===== src/hw/rtl/assert_macros.svh =====
// Assertion helpers for the RTL; included by fdoc_useq.sv.
`ifndef ASSERT_MACROS_SVH
`define ASSERT_MACROS_SVH

`ifndef ASSERT_OFF
// same-cycle implication
`define FDOC_ASSERT_IMP(lbl, clk, rstn, ante, cons, msg) \
    lbl: assert property (@(posedge clk) disable iff (!rstn) (ante) |-> (cons)) \
        else $error(msg);
// next-cycle implication
`define FDOC_ASSERT_NXT(lbl, clk, rstn, ante, cons, msg) \
    lbl: assert property (@(posedge clk) disable iff (!rstn) (ante) |=> (cons)) \
        else $error(msg);
`else
`define FDOC_ASSERT_IMP(lbl, clk, rstn, ante, cons, msg)
`define FDOC_ASSERT_NXT(lbl, clk, rstn, ante, cons, msg)
`endif

`endif


===== src/hw/rtl/fdoc_pkg.sv =====
package fdoc_pkg;

    localparam int LENGTH_W = 13;

    typedef logic [3:0] upc_t;

    // microprogram addresses
    localparam upc_t UA_WAIT   = 4'd0;
    localparam upc_t UA_CHECK  = 4'd1;
    localparam upc_t UA_CLEAR  = 4'd2;
    localparam upc_t UA_MARK0  = 4'd3;
    localparam upc_t UA_STEP   = 4'd4;
    localparam upc_t UA_MARK   = 4'd5;
    localparam upc_t UA_FAIL   = 4'd6;
    localparam upc_t UA_FINISH = 4'd7;
    localparam upc_t UA_OUT    = 4'd8;
    localparam upc_t UA_RET    = 4'd9;

    typedef enum logic [2:0] {
        OP_NOP,
        OP_LOAD,
        OP_CLEAR,
        OP_MARK0,
        OP_STEP,
        OP_MARK,
        OP_FINISH,
        OP_FAIL
    } op_t;

    typedef enum logic [2:0] {
        COND_ALWAYS,
        COND_IN_VALID,
        COND_TOO_BIG,
        COND_CLR_LAST,
        COND_WALK_DONE,
        COND_HIT,
        COND_OUT_READY
    } cond_t;

    // one control word; jump to target when (cond ^ cond_inv), else fall through
    typedef struct packed {
        op_t   op;
        cond_t cond;
        logic  cond_inv;
        upc_t  target;
        logic  in_ready;
        logic  out_valid;
    } ctrl_t;

    typedef struct packed {
        logic too_big;
        logic clr_last;
        logic walk_done;
        logic hit;
    } status_t;

    function automatic ctrl_t mk_word(op_t op, cond_t cond, logic inv, upc_t tgt,
                                      logic rdy, logic ov);
        ctrl_t w;
        w.op        = op;
        w.cond      = cond;
        w.cond_inv  = inv;
        w.target    = tgt;
        w.in_ready  = rdy;
        w.out_valid = ov;
        return w;
    endfunction

    function automatic ctrl_t ucode_rom(upc_t addr);
        ctrl_t w;
        case (addr)
            UA_WAIT:   w = mk_word(OP_LOAD,   COND_IN_VALID,  1'b1, UA_WAIT,   1'b1, 1'b0);
            UA_CHECK:  w = mk_word(OP_NOP,    COND_TOO_BIG,   1'b0, UA_FAIL,   1'b0, 1'b0);
            UA_CLEAR:  w = mk_word(OP_CLEAR,  COND_CLR_LAST,  1'b1, UA_CLEAR,  1'b0, 1'b0);
            UA_MARK0:  w = mk_word(OP_MARK0,  COND_ALWAYS,    1'b1, UA_WAIT,   1'b0, 1'b0);
            UA_STEP:   w = mk_word(OP_STEP,   COND_WALK_DONE, 1'b0, UA_FINISH, 1'b0, 1'b0);
            UA_MARK:   w = mk_word(OP_MARK,   COND_HIT,       1'b1, UA_STEP,   1'b0, 1'b0);
            UA_FAIL:   w = mk_word(OP_FAIL,   COND_ALWAYS,    1'b0, UA_OUT,    1'b0, 1'b0);
            UA_FINISH: w = mk_word(OP_FINISH, COND_ALWAYS,    1'b0, UA_OUT,    1'b0, 1'b0);
            UA_OUT:    w = mk_word(OP_NOP,    COND_OUT_READY, 1'b1, UA_OUT,    1'b0, 1'b1);
            UA_RET:    w = mk_word(OP_NOP,    COND_ALWAYS,    1'b0, UA_WAIT,   1'b0, 1'b0);
            default:   w = mk_word(OP_NOP,    COND_ALWAYS,    1'b0, UA_WAIT,   1'b0, 1'b0);
        endcase
        return w;
    endfunction

endpackage


===== src/hw/rtl/fdoc_req_if.sv =====
interface fdoc_req_if
    import fdoc_pkg::*;
    ();
    logic                valid;
    logic                ready;
    logic [LENGTH_W-1:0] length;

    modport source (output valid, output length, input ready);
    modport sink   (input valid, input length, output ready);
endinterface


===== src/hw/rtl/fdoc_rsp_if.sv =====
interface fdoc_rsp_if;
    logic valid;
    logic ready;
    logic maximal;

    modport source (output valid, output maximal, input ready);
    modport sink   (input valid, input maximal, output ready);
endinterface


===== src/hw/rtl/folded_doubling_orbit_check_core.sv =====
// Folded doubling orbit checker.
// req channel carries one length n per item; rsp returns one maximal bit per item.
// The orbit 0 -> 2i+1 (folded to 2n-(2i+1) past n-1) is walked for at most n/2
// steps against a visited bitmap; maximal = 1 when no position repeats and all
// odd positions below n are reached. A length above MAX_LENGTH answers 0.
// One item is in flight at a time: req.ready is high only while the sequencer
// waits for work, so the next item is taken after the result is delivered.
// For an accepted length the bitmap is first cleared over its n+2 slots, one
// entry per cycle on the single write port, then each orbit step is a
// registered bitmap read followed by a mark. An early repeat ends the walk at
// once; an oversized length goes from the range check straight to a 0 result.
// Reset returns the sequencer to its wait step; the bitmap needs no reset since
// each item clears the slots it can touch. While rsp.ready is low the result
// holds on rsp and no new item is taken.
module folded_doubling_orbit_check_core
    import fdoc_pkg::*;
#(
    parameter int MAX_LENGTH = 4096
) (
    input  logic      clk,
    input  logic      rst_n,
    fdoc_req_if.sink  req,
    fdoc_rsp_if.source rsp
);
    ctrl_t   ctrl;
    status_t status;
    logic    maximal;

    fdoc_useq u_useq (
        .clk       (clk),
        .rst_n     (rst_n),
        .in_valid  (req.valid),
        .out_ready (rsp.ready),
        .status    (status),
        .ctrl      (ctrl)
    );

    fdoc_dpath #(
        .MAX_LENGTH (MAX_LENGTH)
    ) u_dpath (
        .clk     (clk),
        .rst_n   (rst_n),
        .ctrl    (ctrl),
        .length  (req.length),
        .status  (status),
        .maximal (maximal)
    );

    assign req.ready   = ctrl.in_ready;
    assign rsp.valid   = ctrl.out_valid;
    assign rsp.maximal = maximal;
endmodule


===== src/hw/rtl/fdoc_bitmap.sv =====
module fdoc_bitmap #(
    parameter int DEPTH = 4098,
    parameter int AW    = $clog2(DEPTH)
) (
    input  logic          clk,
    input  logic          we,
    input  logic [AW-1:0] waddr,
    input  logic          wdata,
    input  logic [AW-1:0] raddr,
    output logic          rdata
);
    logic mem [DEPTH];
    logic rdata_reg;

    always_ff @(posedge clk)
    begin
        if (we)
        begin
            mem[waddr] <= wdata;
        end
        rdata_reg <= mem[raddr];
    end

    assign rdata = rdata_reg;
endmodule


===== src/hw/rtl/fdoc_dpath.sv =====
module fdoc_dpath
    import fdoc_pkg::*;
#(
    parameter int MAX_LENGTH = 4096
) (
    input  logic                clk,
    input  logic                rst_n,
    input  ctrl_t               ctrl,
    input  logic [LENGTH_W-1:0] length,
    output status_t             status,
    output logic                maximal
);
    localparam int LW = $clog2(MAX_LENGTH + 1);
    localparam int PW = LW + 1;
    localparam int DW = LW + 2;
    localparam int SW = $clog2(MAX_LENGTH + 2);
    localparam int CW = $clog2(MAX_LENGTH / 2 + 1);

    logic [LW-1:0]        n_reg;
    logic                 too_big_reg;
    logic [SW-1:0]        clr_reg;
    logic signed [PW-1:0] pos_reg;
    logic [CW-1:0]        half_reg;
    logic [CW-1:0]        cnt_reg;
    logic [CW-1:0]        hits_reg;
    logic                 res_reg;

    logic [LW-1:0]        n_in;
    logic                 too_big_in;
    logic signed [DW-1:0] dbl;
    logic signed [DW-1:0] n_s;
    logic signed [DW-1:0] two_n;
    logic signed [DW-1:0] nxt;
    logic signed [DW-1:0] nxt_p1;
    logic signed [PW-1:0] pos_p1;
    logic [SW-1:0]        rd_slot;
    logic [SW-1:0]        mark_slot;
    logic [SW-1:0]        last_slot;
    logic                 odd_hit;
    logic                 hit;

    logic                 bm_we;
    logic [SW-1:0]        bm_waddr;
    logic                 bm_wdata;

    assign n_in       = LW'(length);
    assign too_big_in = ({{(32 - LENGTH_W){1'b0}}, length} > 32'(MAX_LENGTH));

    // folded doubling: 2i+1, folded back to 2n-(2i+1) past the end
    assign dbl    = $signed({pos_reg, 1'b1});
    assign n_s    = $signed({2'b00, n_reg});
    assign two_n  = $signed({1'b0, n_reg, 1'b0});
    assign nxt    = (dbl >= n_s) ? (two_n - dbl) : dbl;
    assign nxt_p1 = nxt + $signed(DW'(1));
    assign pos_p1 = pos_reg + $signed(PW'(1));

    // bitmap slots hold positions -1..n at offset one
    assign rd_slot   = nxt_p1[SW-1:0];
    assign mark_slot = pos_p1[SW-1:0];
    assign last_slot = SW'(n_reg) + SW'(1);

    assign odd_hit = (pos_reg > $signed(PW'(0))) && (pos_reg < $signed({1'b0, n_reg}))
                     && pos_reg[0];

    always_comb
    begin
        bm_we    = 1'b0;
        bm_waddr = clr_reg;
        bm_wdata = 1'b0;
        case (ctrl.op)
            OP_CLEAR:
            begin
                bm_we    = 1'b1;
                bm_waddr = clr_reg;
                bm_wdata = 1'b0;
            end
            OP_MARK0:
            begin
                bm_we    = 1'b1;
                bm_waddr = SW'(1);
                bm_wdata = 1'b1;
            end
            OP_MARK:
            begin
                bm_we    = 1'b1;
                bm_waddr = mark_slot;
                bm_wdata = 1'b1;
            end
            default:
            begin
                bm_we = 1'b0;
            end
        endcase
    end

    fdoc_bitmap #(
        .DEPTH (MAX_LENGTH + 2),
        .AW    (SW)
    ) u_bitmap (
        .clk   (clk),
        .we    (bm_we),
        .waddr (bm_waddr),
        .wdata (bm_wdata),
        .raddr (rd_slot),
        .rdata (hit)
    );

    always_ff @(posedge clk or negedge rst_n)
    begin
        if (!rst_n)
        begin
            n_reg       <= '0;
            too_big_reg <= 1'b0;
            clr_reg     <= '0;
            pos_reg     <= '0;
            half_reg    <= '0;
            cnt_reg     <= '0;
            hits_reg    <= '0;
            res_reg     <= 1'b0;
        end
        else
        begin
            case (ctrl.op)
                OP_LOAD:
                begin
                    n_reg       <= n_in;
                    too_big_reg <= too_big_in;
                    half_reg    <= CW'(n_in >> 1);
                    clr_reg     <= '0;
                    pos_reg     <= '0;
                    cnt_reg     <= '0;
                    hits_reg    <= '0;
                end
                OP_CLEAR:
                begin
                    clr_reg <= clr_reg + SW'(1);
                end
                OP_STEP:
                begin
                    pos_reg <= nxt[PW-1:0];
                end
                OP_MARK:
                begin
                    cnt_reg <= cnt_reg + CW'(1);
                    if (odd_hit)
                    begin
                        hits_reg <= hits_reg + CW'(1);
                    end
                end
                OP_FINISH:
                begin
                    res_reg <= (hits_reg == half_reg);
                end
                OP_FAIL:
                begin
                    res_reg <= 1'b0;
                end
                default:
                begin
                end
            endcase
        end
    end

    assign status.too_big   = too_big_reg;
    assign status.clr_last  = (clr_reg == last_slot);
    assign status.walk_done = (cnt_reg == half_reg);
    assign status.hit       = hit;
    assign maximal          = res_reg;
endmodule


===== src/hw/rtl/fdoc_useq.sv =====
`include "assert_macros.svh"

module fdoc_useq
    import fdoc_pkg::*;
(
    input  logic    clk,
    input  logic    rst_n,
    input  logic    in_valid,
    input  logic    out_ready,
    input  status_t status,
    output ctrl_t   ctrl
);
    upc_t  upc_reg;
    upc_t  upc_next;
    ctrl_t word;
    logic  cond_val;
    logic  take;

    assign word = ucode_rom(upc_reg);

    always_comb
    begin
        case (word.cond)
            COND_ALWAYS:    cond_val = 1'b1;
            COND_IN_VALID:  cond_val = in_valid;
            COND_TOO_BIG:   cond_val = status.too_big;
            COND_CLR_LAST:  cond_val = status.clr_last;
            COND_WALK_DONE: cond_val = status.walk_done;
            COND_HIT:       cond_val = status.hit;
            COND_OUT_READY: cond_val = out_ready;
            default:        cond_val = 1'b0;
        endcase
    end

    assign take     = cond_val ^ word.cond_inv;
    assign upc_next = take ? word.target : upc_reg + upc_t'(1);

    // the load only fires on an accepted item
    always_comb
    begin
        ctrl = word;
        if (word.op == OP_LOAD && !in_valid)
        begin
            ctrl.op = OP_NOP;
        end
    end

    always_ff @(posedge clk or negedge rst_n)
    begin
        if (!rst_n)
        begin
            upc_reg <= UA_WAIT;
        end
        else
        begin
            upc_reg <= upc_next;
        end
    end

    `FDOC_ASSERT_IMP(a_no_overlap, clk, rst_n, word.out_valid, !word.in_ready,
                     "input taken while a result is pending")
    `FDOC_ASSERT_NXT(a_accept_check, clk, rst_n, word.in_ready && in_valid,
                     upc_reg == UA_CHECK, "accepted item did not reach range check")
    `FDOC_ASSERT_IMP(a_mark_after_step, clk, rst_n, upc_reg == UA_MARK,
                     $past(upc_reg) == UA_STEP, "mark without a preceding bitmap read")
    `FDOC_ASSERT_NXT(a_out_hold, clk, rst_n, word.out_valid && !out_ready,
                     upc_reg == UA_OUT, "result dropped while stalled")
endmodule


===== src/flat_wrapper.sv =====
// flat-port wrapper written by rule: the top's interface ports become plain ports
module folded_doubling_orbit_check_core_flat import fdoc_pkg::*;
#(
    parameter int MAX_LENGTH = 4096
)
  (clk, rst_n, req_valid, req_length, req_ready, rsp_valid, rsp_maximal, rsp_ready);
  fdoc_req_if req_i ();
  fdoc_rsp_if rsp_i ();
  input  logic clk;
  input  logic rst_n;
  input wire logic [$bits(req_i.valid)-1:0] req_valid;
  input wire logic [$bits(req_i.length)-1:0] req_length;
  output wire logic [$bits(req_i.ready)-1:0] req_ready;
  output wire logic [$bits(rsp_i.valid)-1:0] rsp_valid;
  output wire logic [$bits(rsp_i.maximal)-1:0] rsp_maximal;
  input wire logic [$bits(rsp_i.ready)-1:0] rsp_ready;
  assign req_i.valid = req_valid;
  assign req_i.length = req_length;
  assign req_ready = req_i.ready;
  assign rsp_valid = rsp_i.valid;
  assign rsp_maximal = rsp_i.maximal;
  assign rsp_i.ready = rsp_ready;
  folded_doubling_orbit_check_core #(.MAX_LENGTH(MAX_LENGTH)) u_core (.clk(clk), .rst_n(rst_n), .req(req_i), .rsp(rsp_i));
endmodule

===== config.mk =====
export PLATFORM = sky130hd
export DESIGN_NAME = folded_doubling_orbit_check_core_flat
export DESIGN_NICKNAME = d
export VERILOG_FILES = /design/src/hw/rtl/fdoc_pkg.sv /design/src/hw/rtl/fdoc_req_if.sv /design/src/hw/rtl/fdoc_rsp_if.sv /design/src/hw/rtl/folded_doubling_orbit_check_core.sv /design/src/hw/rtl/fdoc_bitmap.sv /design/src/hw/rtl/fdoc_dpath.sv /design/src/hw/rtl/fdoc_useq.sv /design/src/flat_wrapper.sv
export VERILOG_INCLUDE_DIRS = /design/src /design/src/hw/rtl
export SDC_FILE = /design/constraint.sdc
export NUM_CORES = 2
export LEC_CHECK = 0
export ABC_AREA = 1
export BUFFER_PORTS_ARGS = -buffer_cell sky130_fd_sc_hd__buf_2
export CAP_MARGIN = 5
export CORE_MARGIN = 2
export CORE_UTILIZATION = 45
export DETAILED_ROUTE_END_ITERATION = 10
export GPL_TIMING_DRIVEN = 1
export SLEW_MARGIN = 20
export SYNTH_ARGS = -nofsm -noshare
export SYNTH_HDL_FRONTEND = slang
export SYNTH_MEMORY_MAX_BITS = 65536
export SYNTH_SLANG_ARGS = --single-unit
export TNS_END_PERCENT = 1

===== constraint.sdc =====
create_clock -name clk -period 30.3 [get_ports clk]
set_clock_uncertainty 0.2 [all_clocks]
set_input_delay 1.515 -clock clk [delete_from_list [all_inputs] [get_ports clk]]
set_output_delay 1.515 -clock clk [all_outputs]
set_load 0.05 [all_outputs]

# Word level (Yosys, flattened, before mapping)

Memory sizes are Yosys's and may differ from the RTL's. A register that Yosys moved wholly into a read port is not among the register bits.
Cells that the tools add are included.

Eq/ne operators: 18
Magnitude comparators: 4
Bitwise gates (word level): 1
Mux-type cells: 15
Shift operators: 0
Multipliers: 0
$add $sub $neg: 8
Div/mod/pow operators: 0
Reductions and logical operators: 12

Operator list:

| kind                    | count |
|---|---|
| $pmux W13 S2            | 2 |
| $pmux W12 S2            | 2 |
| $pmux W14 S2            | 1 |
| $add A13 B1 Y13 const B | 2 |
| $add A13 B2 Y13 const B | 2 |
| $add A12 B1 Y12 const B | 2 |
| $eq A12 B12 Y1          | 2 |
| $eq A3 B3 Y1 const B    | 7 |
| $ge A15 B14 Y1          | 1 |
| $gt A14 B1 Y1 const B   | 1 |
| $lt A14 B14 Y1          | 1 |
| $mux W14                | 1 |
| $sub A14 B14 Y14        | 1 |
| $eq A13 B13 Y1          | 1 |
| $gt A13 B13 Y1 const B  | 1 |
| $eq A3 B2 Y1 const B    | 4 |
| $mux W12                | 1 |
| $eq A3 B1 Y1 const B    | 3 |
| $reduce_bool A2 Y1      | 4 |
| $pmux W1 S7             | 1 |
| $add A4 B1 Y4 const B   | 1 |
| $mux W1                 | 4 |
| $mux W4                 | 1 |
| $logic_and A1 B1 Y1     | 3 |
| other kinds (9)         | 9 |

Memories: 2
Word-level logic and storage cells: 69
Latch bits: 0
Memory bits (read-only): 208
Input bits: 17
Flip-flop bits (word level): 82
Output and inout port bits: 3
Memory bits (writable): 4098

Memory list:

| name                        | words | bits a word | rd ports | clocked after Yosys merged registers in | write ports | RTL line          | RTL |
|---|---|---|---|---|---|---|---|
| u_core.u_dpath.u_bitmap.mem | 4098  | 1           | 1        | 1                                       | 1           | fdoc_bitmap.sv:12 | `logic mem [DEPTH];` |
| (name not given)            | 16    | 13          | 1        | 0                                       | 0           | fdoc_pkg.sv:71    | `case (addr)` |

# Longest topological paths before layout

An unclocked memory read counts as a cell.

Word-level depth: 9
Mapped depth: 36
Mapped depth without buffers: 30

# Cells and area by module

Synthesis repeated with hierarchy kept, for this count alone.

Cells, all modules: 19217
Area total of the unflattened synthesis: 189932.2 µm²

Modules (own cells, without submodules):

| module      | cells each | seq. area each (µm²) | times used | area an instance (µm²) |
|---|---|---|---|---|
| fdoc_bitmap | 18313      | 123078.0             | 1          | 183623.6 |
| fdoc_dpath  | 824        | 1651.6               | 1          | 5753.0 |
| fdoc_useq   | 80         | 100.1                | 1          | 555.5 |

# Least setup slack after synthesis

No wires, ideal clock.

Path kind: input-to-reg
Start point: in req_valid
End point: mem u_core.u_dpath.u_bitmap.mem[2568], enable pin
Setup slack: 17150 ps
Library setup time: 299 ps
Required time: 29801 ps
Buffers on the path: 2
Arrival: 12651 ps
Stages: 10
Cells stage by stage: o21ai_0 > a21oi_1 > nand2_2 > nand2_1 > buf_4 > o21ai_1 > nor3_4 > nand2_4 > buf_6 > nor2_1

Cells in the longest elaborated chain, start to end: 8
Elaborated cells on any way between the ends: 11
Classes of those cells: eq/ne: 3; mux: 5; reduce/logical: 3

RTL lines:

| item                                         | RTL line           | RTL |
|---|---|---|
| from (decl)                                  | flat_wrapper.sv:11 | `input wire logic [$bits(req_i.valid)-1:0] req_valid;` |
| $logic_not A1 Y1 (*)                         | fdoc_useq.sv:42    | `if (word.op == OP_LOAD && !in_valid)` |
| $logic_and A1 B1 Y1 (*)                      | fdoc_useq.sv:42    |  |
| $mux W3 (*)                                  | fdoc_useq.sv:42    |  |
| $eq A3 B3 Y1 or $eq A3 B2 Y1 (tied branches) | fdoc_dpath.sv:70   | `case (ctrl.op)` |
| $reduce_or A3 Y1 (no source line)            | --                 |  |
| $mux W1                                      | fdoc_dpath.sv:70   |  |
| $mux W1                                      | fdoc_bitmap.sv:17  | `if (we)` |
| $mux W1 (not written as such)                | fdoc_bitmap.sv:19  | `mem[waddr] <= wdata;` |
| to (decl)                                    | fdoc_bitmap.sv:12  |  |

Mark *: on every way between the ends. The rest lies on a longest branch, timed or not.

# Final worst setup path

Start point: reg u_core.u_dpath.n_reg[10]
End point: reg u_core.u_dpath.u_bitmap.rdata_reg, in the netlist u_core.u_dpath.u_bitmap.rdata, read port of u_core.u_dpath.u_bitmap.mem

Cells in the longest elaborated chain, start to end: 3
Elaborated cells on any way between the ends: 4
Classes of those cells: add/sub: 2; order compare: 1; mux: 1

RTL lines:

| item                                               | RTL line          | RTL |
|---|---|---|
| from (decl)                                        | fdoc_dpath.sv:19  | `logic [LW-1:0] n_reg;` |
| from (signal assigned)                             | fdoc_dpath.sv:126 | `n_reg <= n_in;` |
| $sub A14 B14 Y14 or $ge A15 B14 Y1 (tied branches) | fdoc_dpath.sv:53  | `assign nxt = (dbl >= n_s) ? (two_n - dbl) : dbl;` |
| $mux W14 (*)                                       | fdoc_dpath.sv:53  |  |
| $add A13 B2 Y13 (*)                                | fdoc_dpath.sv:54  | `assign nxt_p1 = nxt + $signed(DW'(1));` |
| to (decl)                                          | fdoc_bitmap.sv:13 | `logic rdata_reg;` |

Marked as above.
A chain may end at the register's enable or synchronous reset.

==> reports/metrics.cfg <==
[outcome]
status = completed

[clock_tree]
clkSlewWorstSetupHoldPaths_ns = 0.06
clock_path_buffers = 3
clockRootBuffer = clkbuf_16
cts_tree = done
worst_skew_pair.late_latency_ns = 0.88
cts.sinks = 2120
htreeDepth = 4
post_cts_resized = 0
post_cts_buffers = 0
cts_hold_buf = 0
cts_buffers = 219

[timing]
fmax_mhz = 119
tightest_slew_ns = 1.29
timing.final.ws_setup_ns = 21.89
rsz0062_at_grt = false
setup_violations = 0
hold_viol_final = 0
slew_viol_final = 0
relSlewSlack = 0.140
setup-tns-final_ns = 0
period_minus_slack_ns = 8.41
fin_crit_sh = 0.278

[synthesis]
async_flop_share = 0.0330
ys_ff_latch = 2120
synth_cell_type_count = 55
ys_seq_area_frac = 0.649
synthCells = 9991
yosys_warnings = 0
synth_nets = 10100
syn-cell-area_um2 = 97500
synth_area_per_cell_um2 = 9.76
synth-main-ff-cell = edfxtp_1
synth_edf_count = 2049

[worst_setup_path]
slowest_stage = buf_4
critPathRequiredTime_ns = 30.85
r2r_setup_slack_ns = 21.89
cp_num_buf_inv = 6
cpMostUsedCell = nand3_1
r2r_end = u_core.u_dpath.u_bitmap.rdata
slowest_delay_ns = 0.85
ff2ff_path_depth = 30
crit_fanout = 131
crit_family = buffers and inverters
startpoint_type = flop
arrival_ns = 8.96
cp-end-kind = flop
rr_startpoint = u_core.u_dpath.n_reg[10]
worstSetupPathType = flop to flop

[drt]
met1_length_um = 125000
drt-initial-drc-count = 10400
final_antenna_net_count = 0
route.met2.wl_um = 148000
wirelength_um = 316000
routed_via_density = 5.92
routedWlPerCell_um = 25.2
vias = 74200
dr.pass1.iters = 6
drc_errors = 0
top_layer = met5
wl_met3_um = 29300

[cells_and_area]
syn_to_final_growth_pct = 8.45
fin_cells = 12500
largest_reg_flops = 2049
fillers = 19800
drive_above_1_share = 0.0604
nNetsFinal = 9576
register_area_um2 = 63300
multi_input_area_um2 = 30300
final_cell_area_um2 = 106000

[hold_path]
whs_endpoint = u_core.u_dpath.cnt_reg[2]
min_from = u_core.u_dpath.cnt_reg[2]
min_path_cells = 1
hp-class = flop to flop

[floorplanning]
io_pins = 20
chipWidth_um = 469
start_util = 0.453
core-area_um2 = 215000
die_area_um2 = 220000
rows = 170
die_h_um = 469

[placed_design]
port_buffers = 19
preCtsSetupSlack_ns = 22.09
place_inst = 12100
post_dp_cell_area_um2 = 98800
hpwl_um = 152000
gp_congestion = 0.838

[job]
maxCapViolations = 0

[grt]
grt_overflow = 0
grt_usage = 0.280
grt_pass1_vias = 70400
antenna_found_initial = 5
grt_pass1_wl_um = 463000
grt_max_degree = 269

[metrics by stage]
step	utilization	hold WS, ns
global placement	0.459	0.300
floorplan	-	0.219
detailed placement	0.459	0.288
global route	0.492	0.333
finish	0.492	0.294
CTS	0.491	0.295
[per-layer routing]
metal	global-route usage	vias to the layer above
li1	-	32900
met1	0.375	37100
met2	0.452	3548
met3	0.0474	680
met4	0.118	2
met5	0	-
[layout by cell type, fill, tap and decap left out, types with 12 or more instances in the layout]
cell type	n
nand2_1	2216
nor2_1	2121
nand3_1	2108
edfxtp_1	2049
clkbuf_16	221
inv_1	140
buf_4	116
dfrtp_1	70
o21ai_0	64
clkinv_1	56
clkinv_2	51
nand2_4	49
a21oi_1	48
ha_1	45
clkbuf_1	42
nand2_2	32
xor2_1	30
nor3_1	24
buf_2	19
xnor2_1	15
o22ai_1	15
bufinv_16	15
nor4_1	12
nand4_1	12
[synthesized netlist by cell type, types with 15 or more instances]
| master | instances | share of area |
|---|---|---|
| a21oi_1 | 48 | 0.0025 |
| buf_1 | 63 | 0.0024 |
| buf_2 | 346 | 0.018 |
| buf_6 | 25 | 0.0029 |
| clkbuf_1 | 405 | 0.016 |
| dfrtp_1 | 70 | 0.018 |
| edfxtp_1 | 2049 | 0.63 |
| ha_1 | 46 | 0.0059 |
| inv_1 | 141 | 0.0054 |
| nand2_1 | 2277 | 0.088 |
| nand2_4 | 16 | 0.0018 |
| nand3_1 | 2110 | 0.11 |
| nor2_1 | 2130 | 0.082 |
| nor3_1 | 25 | 0.0013 |
| o21ai_0 | 64 | 0.0033 |
| o22ai_1 | 15 | 0.00096 |
| xnor2_1 | 15 | 0.0013 |
| xor2_1 | 32 | 0.0029 |
[cells by family (layout without fill, tap and decap cells)]
group,Yosys count,after routing,share of synthesized area
AOI/OAI and AO/OA,159,159,0.00925
xor gates and xnor gates,48,48,0.00439
adders and majority gates,47,47,0.00611
buffers and inverters,998,701,0.0451
DFF,2120,2120,0.649
muxes,2,2,0.000205
other,0,3,0
and+or+nand+nor,6617,6617,0.286
[worst max path at each step]
stage / to / depth (start not counted) / startpoint / slack (ns)
CTS: u_core.u_dpath.u_bitmap.rdata / 30 / u_core.u_dpath.n_reg[10] / 22.05
finish: u_core.u_dpath.u_bitmap.rdata / 30 / u_core.u_dpath.n_reg[10] / 21.89
floorplan: u_core.u_dpath.u_bitmap.mem[2568] / 10 / req_valid / 17.15
global route: u_core.u_dpath.u_bitmap.rdata / 30 / u_core.u_dpath.n_reg[6] / 21.39
detailed placement: u_core.u_dpath.u_bitmap.rdata / 30 / u_core.u_dpath.n_reg[10] / 22.09
global placement: u_core.u_dpath.u_bitmap.rdata / 30 / u_core.u_dpath.n_reg[10] / 22.09
[final cells by class]
class / count / area share
Clock inverter: 138 / 0.0107
Tap cell: 2838 / 0.0336
Timing Repair Buffer: 147 / 0.0111
Antenna cell: 3 / 0.0000710
Clock buffer: 265 / 0.0541
Multi-Input combinational cell: 6873 / 0.286
Inverter: 151 / 0.00554
Sequential cell: 2120 / 0.599
Power is left out: the tool's default activity adds up to more than one toggle a clock period on the data nets, which glitch-free logic cannot reach.
